<file path="config.mk">
export PLATFORM = sky130hd
export DESIGN_NAME = http_request_line_parser
export DESIGN_NICKNAME = d
export VERILOG_FILES = /design/src/design/hrlp_pkg.sv /design/src/design/http_request_line_parser.sv
export SDC_FILE = /design/constraint.sdc
export NUM_CORES = 1
export LEC_CHECK = 0
export ABC_AREA = 1
export CORE_UTILIZATION = 59
export DETAILED_ROUTE_END_ITERATION = 10
export DONT_BUFFER_PORTS = 1
export PLACE_DENSITY = 0.78
export SYNTH_ARGS = -nofsm -noshare
export SYNTH_HDL_FRONTEND = slang
export SYNTH_SLANG_ARGS = --single-unit
</file>
<file path="constraint.sdc">
create_clock -name clk -period 3.9 [get_ports clk]
set_input_delay 0.39 -clock clk [delete_from_list [all_inputs] [get_ports clk]]
set_output_delay 0.39 -clock clk [all_outputs]
set_load 0.1 [all_outputs]
</file>
<file path="src/design/hrlp_pkg.sv">
// ---------------------------------------------------------------------------
// hrlp_pkg
// Beat types, field tags, verdict codes and keyword tables of the parser.
// ---------------------------------------------------------------------------
`default_nettype none

package hrlp_pkg;

	typedef struct packed {
		logic [7:0] data_byte;
		logic       first_byte;
		logic       final_byte;
	} req_t;

	typedef struct packed {
		logic [7:0] byte_out;
		logic [2:0] field_tag;
		logic       verdict_valid;
		logic [1:0] verdict;
		logic       use_default_port;
	} res_t;

	localparam logic [2:0] TAG_NONE    = 3'd0;
	localparam logic [2:0] TAG_METHOD  = 3'd1;
	localparam logic [2:0] TAG_HOST    = 3'd2;
	localparam logic [2:0] TAG_PORT    = 3'd3;
	localparam logic [2:0] TAG_VERSION = 3'd4;

	localparam logic [1:0] VERDICT_TUNNEL = 2'd0;
	localparam logic [1:0] VERDICT_PLAIN  = 2'd1;
	localparam logic [1:0] VERDICT_BAD    = 2'd2;

	localparam logic [7:0] CH_NUL   = 8'h00;
	localparam logic [7:0] CH_SPACE = 8'h20;
	localparam logic [7:0] CH_CR    = 8'h0d;
	localparam logic [7:0] CH_LF    = 8'h0a;
	localparam logic [7:0] CH_SLASH = 8'h2f;
	localparam logic [7:0] CH_COLON = 8'h3a;

	localparam int NUM_METHODS = 7;

	// CONNECT first: it is the only tunnel method
	localparam logic [7:0] METH_TXT [NUM_METHODS][8] = '{
		'{"C", "O", "N", "N", "E", "C", "T", 8'h00},
		'{"G", "E", "T", 8'h00, 8'h00, 8'h00, 8'h00, 8'h00},
		'{"P", "O", "S", "T", 8'h00, 8'h00, 8'h00, 8'h00},
		'{"D", "E", "L", "E", "T", "E", 8'h00, 8'h00},
		'{"H", "E", "A", "D", 8'h00, 8'h00, 8'h00, 8'h00},
		'{"P", "A", "T", "C", "H", 8'h00, 8'h00, 8'h00},
		'{"O", "P", "T", "I", "O", "N", "S", 8'h00}
	};
	localparam logic [3:0] METH_LEN [NUM_METHODS] = '{
		4'd7, 4'd3, 4'd4, 4'd6, 4'd4, 4'd5, 4'd7
	};

	localparam logic [7:0] VER_TXT [2][8] = '{
		'{"H", "T", "T", "P", "/", "1", ".", "0"},
		'{"H", "T", "T", "P", "/", "1", ".", "1"}
	};
	localparam logic [3:0] VER_LEN = 4'd8;

	// scheme prefix bytes dropped from a plain target
	localparam logic [2:0] SKIP_LEN = 3'd7;

	// target sub-states, kept in the position counter
	localparam logic [3:0] TGT_START  = 4'd0;
	localparam logic [3:0] TGT_COLON0 = 4'd1;
	localparam logic [3:0] TGT_HOST   = 4'd2;
	localparam logic [3:0] TGT_COLON  = 4'd3;
	localparam logic [3:0] TGT_PORT   = 4'd4;
	localparam logic [3:0] TGT_DONE   = 4'd5;

endpackage

`default_nettype wire

</file>
<file path="src/design/http_request_line_parser.sv">
// ---------------------------------------------------------------------------
// http_request_line_parser
// Byte-wise HTTP request line parser: tags method, host, port and version
// bytes and gives one tunnel / plain / malformed verdict per message.
// ---------------------------------------------------------------------------
//  channel  | dir | handshake            | payload
//  req      | in  | req_valid, req_stall | hrlp_pkg::req_t (one request byte)
//  res      | out | res_valid, res_stall | hrlp_pkg::res_t (tagged byte)
//
//  One byte per cycle while req_stall is low; each result appears the cycle after its byte is taken.
//  The parse state and the result register update in that same cycle.
//  Reset clears the parse state and empties the result register.
//  req_stall follows res_stall only while a result is held; an empty or
//  draining result register lets the next byte in.
// ---------------------------------------------------------------------------
`default_nettype none

module http_request_line_parser (
	input  wire logic           clk,
	input  wire logic           arst_n,
	input  wire logic           req_valid,
	output logic                req_stall,
	input  wire hrlp_pkg::req_t req,
	output logic                res_valid,
	input  wire logic           res_stall,
	output hrlp_pkg::res_t      res
);

	typedef enum logic [2:0] {
		PH_PRE_METHOD,
		PH_METHOD,
		PH_PRE_TARGET,
		PH_TARGET,
		PH_PRE_VERSION,
		PH_VERSION,
		PH_DONE
	} phase_t;

	phase_t         phase_q;
	logic [3:0]     pos_q;
	logic [6:0]     meth_cand_q;
	logic [1:0]     ver_cand_q;
	logic [2:0]     skip_q;
	logic           host_seen_q;
	logic           port_seen_q;
	logic           tunnel_q;
	logic           res_valid_q;
	hrlp_pkg::res_t res_q;

	phase_t         c_phase, n_phase;
	logic [3:0]     c_pos, n_pos;
	logic [6:0]     c_mc, n_mc;
	logic [1:0]     c_vc, n_vc;
	logic [2:0]     c_skip, n_skip;
	logic           c_hs, n_hs;
	logic           c_ps, n_ps;
	logic           c_tun, n_tun;

	logic           accept;
	logic           sp, ws;
	logic           meth_hit, meth_tun;
	logic           do_meth, do_ver, do_tgt, do_fin;
	logic           tslash, tcolon;
	logic [1:0]     kind;
	logic [2:0]     tag;
	hrlp_pkg::res_t res_d;

	function automatic logic ver_ok(input logic [1:0] cand, input logic [3:0] pos);
		return (cand != 2'b00) && (pos == hrlp_pkg::VER_LEN);
	endfunction

	assign accept    = req_valid && !req_stall;
	assign req_stall = res_valid_q && res_stall;
	assign res_valid = res_valid_q;
	assign res       = res_q;

	always_comb begin
		// a first byte restarts the parse before it is taken
		if (req.first_byte) begin
			c_phase = PH_PRE_METHOD;
			c_pos   = '0;
			c_mc    = '1;
			c_vc    = '1;
			c_skip  = '0;
			c_hs    = 1'b0;
			c_ps    = 1'b0;
			c_tun   = 1'b0;
		end else begin
			c_phase = phase_q;
			c_pos   = pos_q;
			c_mc    = meth_cand_q;
			c_vc    = ver_cand_q;
			c_skip  = skip_q;
			c_hs    = host_seen_q;
			c_ps    = port_seen_q;
			c_tun   = tunnel_q;
		end

		sp = (req.data_byte == hrlp_pkg::CH_SPACE);
		ws = sp || (req.data_byte == hrlp_pkg::CH_CR) || (req.data_byte == hrlp_pkg::CH_LF);

		meth_hit = 1'b0;
		for (int i = 0; i < hrlp_pkg::NUM_METHODS; i++) begin
			if (c_mc[i] && (hrlp_pkg::METH_LEN[i] == c_pos))
				meth_hit = 1'b1;
		end
		meth_tun = c_mc[0] && (hrlp_pkg::METH_LEN[0] == c_pos);

		n_phase = c_phase;
		n_pos   = c_pos;
		n_mc    = c_mc;
		n_vc    = c_vc;
		n_skip  = c_skip;
		n_hs    = c_hs;
		n_ps    = c_ps;
		n_tun   = c_tun;
		do_meth = 1'b0;
		do_ver  = 1'b0;
		do_tgt  = 1'b0;
		do_fin  = 1'b0;
		kind    = hrlp_pkg::VERDICT_BAD;
		tag     = hrlp_pkg::TAG_NONE;

		if (c_phase != PH_DONE && req.data_byte != hrlp_pkg::CH_NUL) begin
			unique case (c_phase)
				PH_PRE_METHOD: begin
					if (!sp) begin
						n_phase = PH_METHOD;
						n_pos   = '0;
						do_meth = 1'b1;
					end
				end
				PH_METHOD: begin
					if (!sp) begin
						do_meth = 1'b1;
					end else if (meth_hit) begin
						n_phase = PH_PRE_TARGET;
						n_tun   = meth_tun;
					end else begin
						do_fin  = 1'b1;
						n_phase = PH_DONE;
					end
				end
				PH_PRE_TARGET: begin
					if (!sp) begin
						n_phase = PH_TARGET;
						n_pos   = '0;
						n_skip  = '0;
						do_tgt  = 1'b1;
					end
				end
				PH_TARGET: begin
					if (!sp) begin
						do_tgt = 1'b1;
					end else if ((c_tun || c_skip >= hrlp_pkg::SKIP_LEN) && c_hs) begin
						n_phase = PH_PRE_VERSION;
					end else begin
						do_fin  = 1'b1;
						n_phase = PH_DONE;
					end
				end
				PH_PRE_VERSION: begin
					if (!ws) begin
						n_phase = PH_VERSION;
						n_pos   = '0;
						do_ver  = 1'b1;
					end
				end
				PH_VERSION: begin
					if (!ws) begin
						do_ver = 1'b1;
					end else begin
						do_fin  = 1'b1;
						n_phase = PH_DONE;
						if (ver_ok(c_vc, c_pos))
							kind = c_tun ? hrlp_pkg::VERDICT_TUNNEL : hrlp_pkg::VERDICT_PLAIN;
					end
				end
				default: begin
				end
			endcase
		end

		if (do_meth) begin
			for (int i = 0; i < hrlp_pkg::NUM_METHODS; i++) begin
				if (n_pos >= hrlp_pkg::METH_LEN[i] ||
						hrlp_pkg::METH_TXT[i][n_pos[2:0]] != req.data_byte)
					n_mc[i] = 1'b0;
			end
			n_pos = (n_pos == '1) ? n_pos : n_pos + 4'd1;
			tag   = hrlp_pkg::TAG_METHOD;
		end

		if (do_ver) begin
			for (int i = 0; i < 2; i++) begin
				if (n_pos >= hrlp_pkg::VER_LEN ||
						hrlp_pkg::VER_TXT[i][n_pos[2:0]] != req.data_byte)
					n_vc[i] = 1'b0;
			end
			n_pos = (n_pos == '1) ? n_pos : n_pos + 4'd1;
			tag   = hrlp_pkg::TAG_VERSION;
		end

		tslash = !n_tun && (req.data_byte == hrlp_pkg::CH_SLASH);
		tcolon = (req.data_byte == hrlp_pkg::CH_COLON);
		if (do_tgt) begin
			if (!n_tun && n_skip < hrlp_pkg::SKIP_LEN) begin
				n_skip = n_skip + 3'd1;
			end else begin
				case (n_pos) inside
					hrlp_pkg::TGT_START, hrlp_pkg::TGT_COLON0: begin
						// leading slashes are dropped before the host
						if (n_pos == hrlp_pkg::TGT_START && tslash) begin
						end else if (tcolon) begin
							n_pos = hrlp_pkg::TGT_COLON0;
						end else if (tslash) begin
							n_pos = hrlp_pkg::TGT_DONE;
						end else begin
							n_pos = hrlp_pkg::TGT_HOST;
							n_hs  = 1'b1;
							tag   = hrlp_pkg::TAG_HOST;
						end
					end
					hrlp_pkg::TGT_HOST: begin
						if (tcolon)
							n_pos = hrlp_pkg::TGT_COLON;
						else if (tslash)
							n_pos = hrlp_pkg::TGT_DONE;
						else
							tag = hrlp_pkg::TAG_HOST;
					end
					hrlp_pkg::TGT_COLON: begin
						if (tcolon) begin
						end else if (tslash) begin
							n_pos = hrlp_pkg::TGT_DONE;
						end else begin
							n_pos = hrlp_pkg::TGT_PORT;
							n_ps  = 1'b1;
							tag   = hrlp_pkg::TAG_PORT;
						end
					end
					hrlp_pkg::TGT_PORT: begin
						if (tcolon || tslash)
							n_pos = hrlp_pkg::TGT_DONE;
						else
							tag = hrlp_pkg::TAG_PORT;
					end
					default: begin
					end
				endcase
			end
		end

		// end of text: a NUL byte, or the byte flagged as last
		if (n_phase != PH_DONE &&
				(req.data_byte == hrlp_pkg::CH_NUL || req.final_byte)) begin
			do_fin = 1'b1;
			if (n_phase == PH_VERSION && ver_ok(n_vc, n_pos))
				kind = n_tun ? hrlp_pkg::VERDICT_TUNNEL : hrlp_pkg::VERDICT_PLAIN;
			n_phase = PH_DONE;
		end

		res_d.byte_out         = req.data_byte;
		res_d.field_tag        = tag;
		res_d.verdict_valid    = do_fin;
		res_d.verdict          = do_fin ? kind : hrlp_pkg::VERDICT_TUNNEL;
		res_d.use_default_port = do_fin && (kind != hrlp_pkg::VERDICT_BAD) && !n_ps;
	end

	always_ff @(posedge clk or negedge arst_n) begin
		if (!arst_n) begin
			phase_q     <= PH_PRE_METHOD;
			pos_q       <= '0;
			meth_cand_q <= '1;
			ver_cand_q  <= '1;
			skip_q      <= '0;
			host_seen_q <= 1'b0;
			port_seen_q <= 1'b0;
			tunnel_q    <= 1'b0;
			res_valid_q <= 1'b0;
			res_q       <= '0;
		end else if (accept) begin
			phase_q     <= n_phase;
			pos_q       <= n_pos;
			meth_cand_q <= n_mc;
			ver_cand_q  <= n_vc;
			skip_q      <= n_skip;
			host_seen_q <= n_hs;
			port_seen_q <= n_ps;
			tunnel_q    <= n_tun;
			res_valid_q <= 1'b1;
			res_q       <= res_d;
		end else if (!res_stall) begin
			res_valid_q <= 1'b0;
		end
	end

endmodule

`default_nettype wire

</file>
==> results by group <==
Timing
  • Fmax: 0.2718 GHz
  • Min Tclk post-route: 3.679 ns
  • Slew @ Worst Pin: 0.9313 ns
  • Hold Vio Cnt, Final: 0
  • Slew Viols, Final: 0
  • Final period util: 0.9432
  • Clock Skews: 0.007948 ns
  • Worst Setup Slack, final: 0.2214 ns
  • Total Neg Setup Slack: 0 ns
  • Worst rel slew slack: 0.3791
  • Final setup viols: 0

Placement
  • GP Congestion: 0.9652
  • Setup slack after placement: -0.01006 ns
  • Port Buffers: 0
  • Post-DP HPWL: 8218 um
  • Number of placed instances, taps included: 634
  • Placed inst area: 0.003717 mm^2

Worst hold path
  • Hold Path Depth: 2
  • Hold/Removal Path Class: primary input to flop

Floorplanning
  • Core area: 0.005886 mm^2
  • Die span in y: 80.10 um
  • Width of the die: 80.10 um
  • Row count: 28
  • Die area: 0.006415 mm^2
  • Io pins: 31
  • Initial Utilization: 0.6114

Global routing
  • Grt total ovfl: 0
  • Vias in the first global route: 3,624
  • Initial antenna violation count: 0
  • Aggregate global-route resource usage: 0.3584
  • First-pass GRT wire length: 17,600 um
  • Largest net degree at the start of global routing: 39

Route
  • DR vias: 3,922
  • Final ANT Viol Nets: 0
  • # DRC: 1
  • Detailed Routing Iterations Pass 1: 8
  • Total Wirelength: 11,030 um
  • Routed vias/inst: 6.006
  • Wire per inst: 16.89 um
  • Iter 0 DRT Violations: 360

Clocking
  • CTS Buf Count: 5
  • # clock sinks: 38
  • Clock Tree Root: clkbuf_8
  • TritonCTS clock tree: done
  • Worst skew pair latency: 0.29 ns
  • CTS Buffer Depth: 2
  • CTS H-Tree Depth: 2
  • CTS clk-pin slew, worst paths: 0.08 ns

Setup path
  • Arr. time, crit path: 3.86 ns
  • Reg2Reg Depth: 32
  • Slowest cell on crit path: dfrtp_1
  • Critical path class: flop to flop
  • WP depth: 32
  • Startpoint Class: flop
  • Critical path capture point type: flop
  • Reg2reg setup slack: 0.22 ns
  • Slowest stage delay, CP: 0.39 ns
  • Worst Path Required: 4.08 ns
  • Crit Path Max Fanout: 7
  • CP dominant cell by count: nand2_1
  • Crit path max-delay family: simple AND/OR/NAND/NOR gates
  • Worst path buffer plus inverter count: 5

Logic synthesis
  • Post-synthesis cell area: 0.003598 mm^2
  • Mapped Cells: 559
  • Synthesized area per cell: 6.437 um^2
  • Post-synth EDFFs: 0
  • Area fraction of the dominant cell type after synthesis: 0.2017
  • Count of state elements after synthesis: 38
  • Count leader, synth: nand2_1
  • Async S/R FF share, synth: 1.000
  • Synthesized net count: 585
  • Top cells by area, synth: dfrtp_1, nand2_1, nand3_1
  • Post-synth top cells: nand2_1, inv_1, nor2_1
  • Seq/Total Area, Yosys: 0.2674
  • Unique masters post-synth: 46
  • Cell taking the most area after synthesis: dfrtp_1
  • Top FF cell, synth: dfrtp_1
  • Synth warnings: 0

Finish
  • Area Growth Syn to Fin: 12.73%
  • Final net count: 603
  • Layout cells sized above 1: 0.2076
  • ANT cells: 0
  • Final cell count without fillers: 653
  • Fill cell count: 571
  • Fin util: 0.6892
  • Final instance area: 0.004056 mm^2

Run status
  • Status: finished with violations
  • Failing checks: design-rule violations

Power and ir drop
  • PwrDens: 426.1 mW/mm^2
  • Leakage: 1.991 nW
  • Worst VDD drop: 368.2 uV

Flow run
  • Max Cap Violations: 0
-- timing repair --
item / CTS / global route
hold buffers: 2 / 0
buffers inserted: 0 / 9
resized for setup: 0 / 27
endpoints found under the setup margin: 0 / 7
hold endpoints to repair: 38 / 0
-- sequential cells by signal, summed over array words and instances (netlist names) --
register	cells
skip_q	3
port_seen_q	1
pos_q	4
host_seen_q	1
phase_q	3
res	15
ver_cand_q	2
meth_cand_q	7
res_valid	1
tunnel_q	1
-- routing by layer --
metal	routed length, um	global-route usage	vias up	part of all wire
met4	423	0.1304	0	0.038
met2	4957	0.5684	187	0.45
met5	0	0	-	0
li1	-	-	1879	-
met3	938	0.09432	40	0.085
met1	4712	0.4674	1816	0.43
-- per-stage QoR --
stage | total power (W) | hold WS, ns
after floorplan | 0.001111 | 0.09441
after global routing | 0.001827 | 0.2115
after CTS | 0.001662 | 0.2042
final | 0.001728 | 0.2080
after global placement | 0.001240 | 0.09493
after detailed placement | 0.001248 | 0.09502
-- worst reg2reg max path: cells and delay by family, from the launching register on --
kind | cells | cell delay [ns]
adders and majority gates | 2 | 0.36
AOI/OAI and AO/OA | 1 | 0.06
and+or+nand+nor | 24 | 2.33
buffers and inverters | 5 | 0.45
DFF | 1 | 0.39
-- where the power goes --
part | internal (W) | switching [W]
clock | 0.000256 | 0.000151
combinational | 0.000231 | 0.000444
sequential | 0.000465 | 0.000181
total | 0.000952 | 0.000776
-- final timing paths --
check | from | end
min reg2reg | meth_cand_q[4]$_DFFE_PN1P_ | meth_cand_q[4]$_DFFE_PN1P_
max reg2reg | phase_q[2]$_DFFE_PN0P_ | res[2]$_DFFE_PN0P_
min in group asynchronous | arst_n | pos_q[3]$_DFFE_PN0P_
max | phase_q[2]$_DFFE_PN0P_ | res[2]$_DFFE_PN0P_
min | req_valid | res_valid$_DFFE_PN0P_
max in group asynchronous | arst_n | ver_cand_q[1]$_DFFE_PN1P_
-- layout by cell type, fill, tap and decap left out, drive strengths merged, types with 2 or more instances in the layout --
cell type  Yosys  layout
nand2        163     163
inv           80      80
nor2          68      68
nand3         57      57
o21ai         34      34
dfrtp         29      29
buf            5      23
a21oi         17      17
ha            12      12
xor2          10      10
nor3           9       9
o22ai          9       9
dfstp          9       9
nand4          9       9
a2bb2oi        7       7
clkbuf         8       5
a221oi         4       4
nor4           4       4
a31oi          4       4
o2111ai        4       4
o211ai         3       3
or2            3       3
clkinv         2       3
a211oi         2       2
o32ai          2       2
bufinv         0       2
-- layout make-up --
| type | instances | area, um^2 | area share |
|---|---|---|---|
| clock buffer | 5 | 68.82 | 0.01696 |
| inverter | 82 | 316.6 | 0.07804 |
| timing repair buffer | 24 | 195.2 | 0.04812 |
| tap | 75 | 93.84 | 0.02313 |
| multi-input combinational | 426 | 2351 | 0.5796 |
| sequential | 38 | 962.2 | 0.2372 |
| clock inverter | 3 | 68.82 | 0.01696 |
-- cell families (layout without fill, tap and decap cells) --
logic type / after synthesis / count (layout) / share of synthesized area
compound gates: 89 / 89 / 0.1561
flops: 38 / 38 / 0.2674
simple gates: 315 / 315 / 0.4030
xor+xnor: 10 / 10 / 0.02434
buf+inv: 95 / 114 / 0.1074
fa+ha+maj: 12 / 12 / 0.04172
No activity file was read; power rests on OpenSTA's default activity.
